### src/rtl/slfr_pkg.sv
// Types and constants of the sync-length frame receiver.
package slfr_pkg;

	localparam int WIN_DEPTH = 6;
	localparam int FILL_W    = 3;
	localparam int LEN_W     = 13;
	localparam int CNT_W     = 32;
	localparam int NUM_CLASS = 4;

	localparam logic [31:0]      SYNC_RESET = 32'hAA55CC33;
	localparam logic [LEN_W-1:0] LEN0_RESET = 13'd512;
	localparam logic [LEN_W-1:0] LEN1_RESET = 13'd1024;
	localparam logic [LEN_W-1:0] LEN2_RESET = 13'd2048;
	localparam logic [LEN_W-1:0] LEN3_RESET = 13'd4096;

	// Command byte codes that open a frame
	localparam logic [7:0] CMD_CLASS0 = 8'h01;
	localparam logic [7:0] CMD_CLASS1 = 8'h02;
	localparam logic [7:0] CMD_CLASS2 = 8'h03;
	localparam logic [7:0] CMD_CLASS3 = 8'h04;

	typedef enum logic [2:0] {
		CFG_SYNC_WORD = 3'd0,
		CFG_LEN0      = 3'd1,
		CFG_LEN1      = 3'd2,
		CFG_LEN2      = 3'd3,
		CFG_LEN3      = 3'd4
	} cfg_idx_t;

	typedef enum logic {
		OP_BYTE    = 1'b0,
		OP_RESTART = 1'b1
	} op_t;

	typedef enum logic [1:0] {
		EV_NONE       = 2'd0,
		EV_SYNC_ERR   = 2'd1,
		EV_CMD_SKIP   = 2'd2,
		EV_FRAME_DONE = 2'd3
	} event_t;

	typedef struct packed {
		event_t             event_res;
		logic [7:0]         ack_seq;
		logic [1:0]         size_class;
		logic [CNT_W-1:0]   class_frame_count;
		logic [CNT_W-1:0]   sync_error_count;
	} result_t;

endpackage

### src/rtl/slfr_out_skid.sv
// Two-entry output buffer: result register plus skid register.
module slfr_out_skid
	import slfr_pkg::*;
(
	input  logic    clk,
	input  logic    arst_n,
	input  logic    in_valid,
	output logic    in_ready,
	input  result_t in_data,
	output logic    out_valid,
	input  logic    out_ready,
	output result_t out_data
);

	logic    out_valid_q;
	logic    skid_valid_q;
	result_t out_data_q;
	result_t skid_data_q;
	logic    push;
	logic    pop;

	assign in_ready  = !skid_valid_q;
	assign out_valid = out_valid_q;
	assign out_data  = out_data_q;
	assign push      = in_valid && in_ready;
	assign pop       = out_valid_q && out_ready;

	always_ff @(posedge clk or negedge arst_n) begin
		if (!arst_n) begin
			out_valid_q  <= 1'b0;
			skid_valid_q <= 1'b0;
		end else if (push) begin
			if (!out_valid_q || pop) begin
				out_valid_q <= 1'b1;
			end else begin
				skid_valid_q <= 1'b1;
			end
		end else if (pop) begin
			// advance the skid entry, or drain
			if (skid_valid_q) begin
				skid_valid_q <= 1'b0;
			end else begin
				out_valid_q <= 1'b0;
			end
		end
	end

	always_ff @(posedge clk) begin
		if (push) begin
			if (!out_valid_q || pop) begin
				out_data_q <= in_data;
			end else begin
				skid_data_q <= in_data;
			end
		end else if (pop && skid_valid_q) begin
			out_data_q <= skid_data_q;
		end
	end

endmodule

### src/rtl/sync_length_frame_receiver.sv
// Sync-length frame receiver: hunt window, frame length counter and result stream.
//
// Takes one byte transaction per clock while s_axis_tready is high and returns exactly
// one result per transaction via the registered output buffer. All hunt-window compare,
// length lookup and counter updates happen in the accepting cycle, so the sustained rate
// is one item per cycle while results drain; a two-entry output buffer keeps the input
// side ready while one result waits downstream, and s_axis_tready drops only when both
// entries are held. Indexes above four are ignored. The user must write registers through
// cfg_we/cfg_index/cfg_wdata only while the stream is idle; the block does not enforce it.
module sync_length_frame_receiver
	import slfr_pkg::*;
#(
	parameter int unsigned MAX_PAYLOAD = 4096
) (
	input  logic        clk,
	input  logic        arst_n,
	// config write port
	input  logic        cfg_we,
	input  logic [2:0]  cfg_index,
	input  logic [31:0] cfg_wdata,
	// input stream
	input  logic        s_axis_tvalid,
	output logic        s_axis_tready,
	input  logic [7:0]  s_axis_tdata,  // [7:0] data_byte
	input  logic [0:0]  s_axis_tuser,  // [0] operation
	// result stream
	output logic        m_axis_tvalid,
	input  logic        m_axis_tready,
	output logic [79:0] m_axis_tdata,  // [7:0] ack_seq, [9:8] size_class,
	                                   // [41:10] class_frame_count,
	                                   // [73:42] sync_error_count, [79:74] zero
	output logic [1:0]  m_axis_tuser   // [1:0] event_res
);

	logic [31:0]      sync_word_q;
	logic [LEN_W-1:0] plen_q [NUM_CLASS];

	logic [7:0]        win_q [WIN_DEPTH];
	logic [FILL_W-1:0] fill_q;
	logic              in_frame_q;
	logic [LEN_W-1:0]  rem_q;
	logic [7:0]        seq_q;
	logic [1:0]        cls_q;
	logic [CNT_W-1:0]  cnt_q [NUM_CLASS];
	logic [CNT_W-1:0]  serr_q;

	logic [7:0]        win_d [WIN_DEPTH];
	logic [7:0]        win_wr [WIN_DEPTH];
	logic [FILL_W-1:0] fill_d;
	logic [FILL_W-1:0] fill_use;
	logic              in_frame_d;
	logic [LEN_W-1:0]  rem_d;
	logic [LEN_W-1:0]  rem_dec;
	logic [7:0]        seq_d;
	logic [1:0]        cls_d;
	logic [CNT_W-1:0]  cnt_d [NUM_CLASS];
	logic [CNT_W-1:0]  serr_d;

	logic [31:0]      head;
	logic [7:0]       cmd;
	logic             cmd_ok;
	logic [1:0]       cmd_cls;
	logic [LEN_W-1:0] len_sel;
	logic [LEN_W-1:0] len_clamp;
	logic             done;
	logic [1:0]       done_cls;
	logic [7:0]       done_seq;
	logic [CNT_W-1:0] cnt_inc;

	logic    push;
	logic    res_ready;
	result_t res_d;
	result_t res_out;

	assign push          = s_axis_tvalid && s_axis_tready;
	assign s_axis_tready = res_ready;

	// configuration registers
	always_ff @(posedge clk or negedge arst_n) begin
		if (!arst_n) begin
			sync_word_q <= SYNC_RESET;
			plen_q[0]   <= LEN0_RESET;
			plen_q[1]   <= LEN1_RESET;
			plen_q[2]   <= LEN2_RESET;
			plen_q[3]   <= LEN3_RESET;
		end else if (cfg_we) begin
			unique case (cfg_index)
				CFG_SYNC_WORD: sync_word_q <= cfg_wdata;
				CFG_LEN0:      plen_q[0]   <= cfg_wdata[LEN_W-1:0];
				CFG_LEN1:      plen_q[1]   <= cfg_wdata[LEN_W-1:0];
				CFG_LEN2:      plen_q[2]   <= cfg_wdata[LEN_W-1:0];
				CFG_LEN3:      plen_q[3]   <= cfg_wdata[LEN_W-1:0];
				default: ;
			endcase
		end
	end

	assign fill_use = (fill_q >= FILL_W'(WIN_DEPTH)) ? FILL_W'(WIN_DEPTH - 1) : fill_q;
	assign head     = {win_q[0], win_q[1], win_q[2], win_q[3]};
	assign cmd      = win_q[4];
	assign cmd_cls  = 2'(cmd - 8'd1);
	assign len_sel  = plen_q[cmd_cls];
	assign len_clamp = (32'(len_sel) > MAX_PAYLOAD) ? LEN_W'(MAX_PAYLOAD) : len_sel;
	assign rem_dec  = (rem_q != '0) ? rem_q - LEN_W'(1) : '0;

	always_comb begin
		case (cmd)
			CMD_CLASS0, CMD_CLASS1, CMD_CLASS2, CMD_CLASS3: cmd_ok = 1'b1;
			default: cmd_ok = 1'b0;
		endcase
	end

	always_comb begin
		win_wr = win_q;
		win_wr[fill_use] = s_axis_tdata;

		win_d      = win_q;
		fill_d     = fill_q;
		in_frame_d = in_frame_q;
		rem_d      = rem_q;
		seq_d      = seq_q;
		cls_d      = cls_q;
		cnt_d      = cnt_q;
		serr_d     = serr_q;
		done       = 1'b0;
		done_cls   = cls_q;
		done_seq   = seq_q;
		res_d      = '0;
		res_d.event_res = EV_NONE;

		if (s_axis_tuser[0] == OP_RESTART) begin
			for (int i = 0; i < WIN_DEPTH; i++) begin
				win_d[i] = '0;
			end
			fill_d     = '0;
			in_frame_d = 1'b0;
			rem_d      = '0;
			seq_d      = '0;
			cls_d      = '0;
			for (int i = 0; i < NUM_CLASS; i++) begin
				cnt_d[i] = '0;
			end
			serr_d = '0;
		end else if (in_frame_q) begin
			rem_d = rem_dec;
			if (rem_dec == '0) begin
				done = 1'b1;
			end
		end else if (fill_use == FILL_W'(WIN_DEPTH - 1)) begin
			// window full: inspect header
			if (head != sync_word_q || !cmd_ok) begin
				// drop oldest
				for (int i = 0; i < WIN_DEPTH - 1; i++) begin
					win_d[i] = win_wr[i + 1];
				end
				win_d[WIN_DEPTH-1] = '0;
				fill_d = FILL_W'(WIN_DEPTH - 1);
				if (head != sync_word_q) begin
					serr_d = serr_q + CNT_W'(1);
					res_d.event_res = EV_SYNC_ERR;
				end else begin
					res_d.event_res = EV_CMD_SKIP;
				end
			end else begin
				for (int i = 0; i < WIN_DEPTH; i++) begin
					win_d[i] = '0;
				end
				fill_d     = '0;
				in_frame_d = 1'b1;
				rem_d      = len_clamp;
				cls_d      = cmd_cls;
				seq_d      = s_axis_tdata;
				done_cls   = cmd_cls;
				done_seq   = s_axis_tdata;
				// zero length completes on the sequence byte
				if (len_clamp == '0) begin
					done = 1'b1;
				end
			end
		end else begin
			win_d  = win_wr;
			fill_d = fill_use + FILL_W'(1);
		end

		cnt_inc = cnt_q[done_cls] + CNT_W'(1);

		if (done) begin
			cnt_d[done_cls] = cnt_inc;
			in_frame_d      = 1'b0;
			rem_d           = '0;
			res_d.event_res         = EV_FRAME_DONE;
			res_d.ack_seq           = done_seq;
			res_d.size_class        = done_cls;
			res_d.class_frame_count = cnt_inc;
		end

		res_d.sync_error_count = serr_d;
	end

	always_ff @(posedge clk or negedge arst_n) begin
		if (!arst_n) begin
			for (int i = 0; i < WIN_DEPTH; i++) begin
				win_q[i] <= '0;
			end
			fill_q     <= '0;
			in_frame_q <= 1'b0;
			rem_q      <= '0;
			seq_q      <= '0;
			cls_q      <= '0;
			for (int i = 0; i < NUM_CLASS; i++) begin
				cnt_q[i] <= '0;
			end
			serr_q <= '0;
		end else if (push) begin
			win_q      <= win_d;
			fill_q     <= fill_d;
			in_frame_q <= in_frame_d;
			rem_q      <= rem_d;
			seq_q      <= seq_d;
			cls_q      <= cls_d;
			cnt_q      <= cnt_d;
			serr_q     <= serr_d;
		end
	end

	slfr_out_skid u_out (
		.clk       (clk),
		.arst_n    (arst_n),
		.in_valid  (s_axis_tvalid),
		.in_ready  (res_ready),
		.in_data   (res_d),
		.out_valid (m_axis_tvalid),
		.out_ready (m_axis_tready),
		.out_data  (res_out)
	);

	assign m_axis_tuser = res_out.event_res;
	assign m_axis_tdata = {6'b0, res_out.sync_error_count, res_out.class_frame_count,
		res_out.size_class, res_out.ack_seq};

endmodule

### config.mk
export PLATFORM = sky130hd
export DESIGN_NAME = sync_length_frame_receiver
export DESIGN_NICKNAME = d
export VERILOG_FILES = /design/src/rtl/slfr_pkg.sv /design/src/rtl/slfr_out_skid.sv /design/src/rtl/sync_length_frame_receiver.sv
export SDC_FILE = /design/constraint.sdc
export NUM_CORES = 1
export LEC_CHECK = 0
export ABC_AREA = 1
export BUFFER_PORTS_ARGS = -buffer_cell sky130_fd_sc_hd__buf_4
export CAP_MARGIN = 20
export CORE_MARGIN = 4
export CORE_UTILIZATION = 50
export CTS_CLUSTER_DIAMETER = 60
export DETAILED_ROUTE_END_ITERATION = 8
export PLACE_DENSITY_LB_ADDON = 0.1
export SYNTH_ARGS = -nofsm -noshare
export SYNTH_HDL_FRONTEND = slang
export SYNTH_SLANG_ARGS = --single-unit
### constraint.sdc
create_clock -name clk -period 9.76 [get_ports clk]
set_input_delay 0.976 -clock clk [delete_from_list [all_inputs] [get_ports clk]]
set_output_delay 0.976 -clock clk [all_outputs]
set_load 0.02 [all_outputs]
==> results list <==
- Residual DRC count: 0
- Power spent charging and discharging nets: 0.001076 W
- Once detailed placement completed, the half-perimeter wirelength came to 44.01 mm.
- Final net count: 3,101
* Count of final setup violators: 0
* Overall overflow remaining after global route: 0
- A synthesized cell averages ~8.0 sq um.
- From synthesis to final layout, the design area changed by 13.53%.
- Timing would allow up to 0.1384 GHz.
- The number of global-route vias before repair is 19,773.
* Reg2Reg Capture Point: cnt_q[96]
* Post-layout instance count excluding filler cells: 3,694
- Across the run, the number of max-cap violations was 0.
- By count the netlist is led by sky130_fd_sc_hd__nand2_1, sky130_fd_sc_hd__inv_1, sky130_fd_sc_hd__dfrtp_1.
- Int Power: roughly 0.0034 W
- Sinks on Clock Net: 465
* Initial core utilization: between 50% and 60%
- Total leakage power: 13.10 nW
* Slowest cell on crit path: sky130_fd_sc_hd__nor2_1
* Kind of critical path: reg -> reg
- Routed via count divided by cell count: 5.483
- The floorplan step defined a core boundary enclosing 46,850 sq um.
* Top-level I/O count: 133
- Die X: 226.2 microns
- Dividing the detail-routed wire length by the instance count gives 18.29 microns.
- R2R cell count: 17
- CP Data Required Time: 10.24 ns
- Logic gate share of total power: a little under 7%
- Across all layers, the routed design uses slightly above 20,000 vias.
- Sequential cells burn ~47% of the power.
* Hold Buf Count CTS: 0
- Global routing used between 20% and 30% of the available tracks across all layers.
- After technology mapping, the gate count stands at 2,974.
* Final clock period utilization by the worst path: 74.03%
- In this run the power density over the cells is 166.9 nW/um^2.
- Buffer levels on the longest clock path: 3
- Switching power as a share of total power: 23.84%
- Clk network pwr share: 46.1%
- Data arrives at the worst endpoint at a little under 8 ns.
- Between clock sinks in the finished design, the worst skew comes to 0.02439 ns.
- The floorplan step set the die height to 226.2 microns.
- Library cell used as clock root buffer: sky130_fd_sc_hd__clkbuf_16
- Clock Latency Late Sink: 0.61 ns
* Share of the core filled with cells: 57.69%
* Dominant cell by count in the synthesized netlist: sky130_fd_sc_hd__nand2_1
* Last weighted congestion value of the routability-driven placer: 0.8762
- Overall power consumption after layout is estimated at 0.004512 W.
* FF-to-FF Start: fill_q[2]
* Initial antenna violation count: 0
- The clock tree synthesis step divided the H-tree into 2 levels.
- The number of max-slew violations in the final report was 0.
* Pin count of the biggest net entering global routing: 132
* Cell types occupying the most area after synthesis: sky130_fd_sc_hd__dfrtp_1, sky130_fd_sc_hd__edfxtp_1, sky130_fd_sc_hd__nand2_1
* FILL cells: 4,343
* Number of gates given a new drive strength after cts: 0
- After detailed placement, the total cell area comes to approximately 25,000 sq um.
- In this run the cell area of the synthesized design comes to 23,810 sq um.
- DR pass1 iterations: 5
- Initial DRC count: 1,692
- Biggest fanout along the worst timing path: 69
* Count of flip-flops with a built-in enable after synthesis: 152
- Quantity of I/O buffers inserted on ports: ~130
- The worst setup path is launched from a flip-flop.
* Slew @ Worst Pin: 0.9994 ns
- Yosys mapped the design onto 58 distinct sky130hd cell types.
- Num CTS Buffers: 51
* Cell type with the highest aggregate area in the netlist: sky130_fd_sc_hd__dfrtp_1
- Register bit total from synthesis: 465
- Kind of capture point of the worst setup path: flip-flop
- Fraction of final layout cells with drive strength greater than 1: 11.44%
* Post-detailed-routing wire length: 67.56 mm
* Most used flip-flop cell after synthesis: sky130_fd_sc_hd__dfrtp_1
- Worst slew margin relative to its limit: 33.19%
* Antenna cell count: 0
- The flow ran to the end, and the final reports show no timing, DRC or antenna violations.
- Clock-pin slew was measured on the worst setup and hold paths at 0.06 ns.
* Unrepaired setup endpoints after global routing: false
- The largest single stage delay on the critical path is 0.92 ns.
- In this run the worst hold path is classified as in -> async.
- The share of the Yosys chip area taken by registers is approximately 52%.
* Register-to-register path setup slack: 2.53 ns
* TritonCTS clock tree: done
* Fin crit period: 7.226 ns
- Once detail routing completed, the nets flagged for antenna violations numbered 0.
- Die Outline Area: 51,170 sq um
- Std cell rows: 79
- For the final routed database, the setup TNS stands at 0 ns.
- Summed over its instances, the top area cell type makes up slightly above 30% of the synthesized netlist area.
* Critical-path cell list: inv_2, nor2_4, inv_2, nor2_2, nand4_2, nand3_4, nand2_4, nor2_1, inv_2, nor2_1, inv_1, nor2_1, inv_1, nand2_1, inv_1, nand2_1, o21ai_0
- Final-report hold violation count: 0
- Number of buffers inserted by post-CTS setup repair: 0
- Final instance area: 27,030 sq um
- Post-Place Cells: 3,593
- Worst-case vdd ir drop: roughly 0.15 mV
- The first global-routing pass estimated 107.7 mm of wire.
* Number of synthesis warnings: 0
- Asr flop ratio synth: about two thirds
## layout by cell type, fill, tap and decap left out, types with 5 or more instances in the layout
master                        n
sky130_fd_sc_hd__nand2_1    977
sky130_fd_sc_hd__inv_1      324
sky130_fd_sc_hd__dfrtp_1    293
sky130_fd_sc_hd__o21ai_0    223
sky130_fd_sc_hd__nor2_1     222
sky130_fd_sc_hd__edfxtp_1   152
sky130_fd_sc_hd__buf_4      140
sky130_fd_sc_hd__nand3_1    128
sky130_fd_sc_hd__o22ai_1     83
sky130_fd_sc_hd__a21oi_1     78
sky130_fd_sc_hd__clkbuf_16   53
sky130_fd_sc_hd__o21ai_1     40
sky130_fd_sc_hd__inv_2       33
sky130_fd_sc_hd__xor2_1      31
sky130_fd_sc_hd__nand4_1     31
sky130_fd_sc_hd__nor3_1      22
sky130_fd_sc_hd__dfstp_2     20
sky130_fd_sc_hd__a211oi_1    16
sky130_fd_sc_hd__nand2_2     15
sky130_fd_sc_hd__o211ai_1    14
sky130_fd_sc_hd__nor2_2      14
sky130_fd_sc_hd__clkinv_2    12
sky130_fd_sc_hd__clkbuf_1    12
sky130_fd_sc_hd__a32o_1      11
sky130_fd_sc_hd__o211a_1     10
sky130_fd_sc_hd__or2_2        9
sky130_fd_sc_hd__bufinv_16    9
sky130_fd_sc_hd__nor2_4       8
sky130_fd_sc_hd__clkinv_1     8
sky130_fd_sc_hd__ha_1         8
sky130_fd_sc_hd__nor4_1       7
sky130_fd_sc_hd__nand3b_1     6
sky130_fd_sc_hd__o21bai_1     6
sky130_fd_sc_hd__conb_1       6
sky130_fd_sc_hd__o21ai_2      5
sky130_fd_sc_hd__o31ai_1      5
## worst max-delay path, delay by kind of cell, from the launching register on
kind / cells / cell delay [ns]
buffers and inverters: 6 / 1.52
AOI/OAI and AO/OA: 1 / 0.09
DFF: 1 / 0.72
and+or+nand+nor: 10 / 4.69
## cells by family after synthesis
family	Yosys count	share of synthesized area, %
compound gates	506	12.27
xor+xnor	38	1.524
fa+ha+maj	8	0.4204
buf+inv	500	8.287
flops	465	52.17
mux	1	0.04729
other cells	1	0.01575
simple gates	1455	25.27
## power groups by stage
stage / registers (W) / logic, W / clock network (W)
floorplan: 0.00215 / 0.000200 / 0
global placement: 0.00216 / 0.000302 / 0
detailed placement: 0.00216 / 0.000308 / 0
CTS: 0.00212 / 0.000309 / 0.00212
global route: 0.00213 / 0.000351 / 0.00220
finish: 0.00212 / 0.000309 / 0.00208
## flip-flops by register name, summed over array words and instances (netlist names)
signal,flops
rem_q,13
fill_q,3
seq_q,8
u_out.skid_valid_q,1
u_out.skid_data_q,76
u_out.out_data,76
cmd,8
sync_word_q,32
cls_q,2
serr_q,32
u_out.out_valid,1
head,32
in_frame_q,1
cnt_q,128
plen_q,52
## worst max path at each step
| stage | from | endpoint | slack, ns | depth (start not counted) |
|---|---|---|---|---|
| after floorplan | s_axis_tvalid | u_out.skid_data_q[0] | 4.44 | 5 |
| after global placement | cmd[0] | cnt_q[96] | 2.75 | 20 |
| after detailed placement | cmd[0] | cnt_q[96] | 2.48 | 20 |
| after CTS | cmd[0] | cnt_q[96] | 2.43 | 20 |
| after global routing | fill_q[2] | cnt_q[96] | 1.94 | 17 |
| final | fill_q[2] | cnt_q[96] | 2.53 | 17 |
## per-layer routing
metal,global-route usage (%),up-vias,part of all wire (%)
li1,-,9764,-
met4,8.936,0,3.1
met2,43.18,687,47
met3,3.926,131,5.9
met5,0,-,0
met1,36.17,9673,44
## cell type report
cell class                      instances  area [sq um]  share of cell area (%)
Inverter                              365          1376                   5.092
Tap cell                              607         759.5                   2.810
Multi-Input combinational cell       2014          9459                   34.99
Timing Repair Buffer                  147          1216                   4.499
Clock buffer                           68          1413                   5.226
Clock inverter                         28         385.4                   1.426
Sequential cell                       465         12420                   45.95
## through the flow
step | hold slack, ns | worst slack [ns]
detailed placement | 0.4652 | 2.485
global placement | 0.4612 | 2.753
CTS | 0.4524 | 2.429
floorplan | 0.4466 | 4.437
finish | 0.4108 | 2.534
global route | 0.4961 | 1.944
No activity file was read; power rests on OpenSTA's default activity.
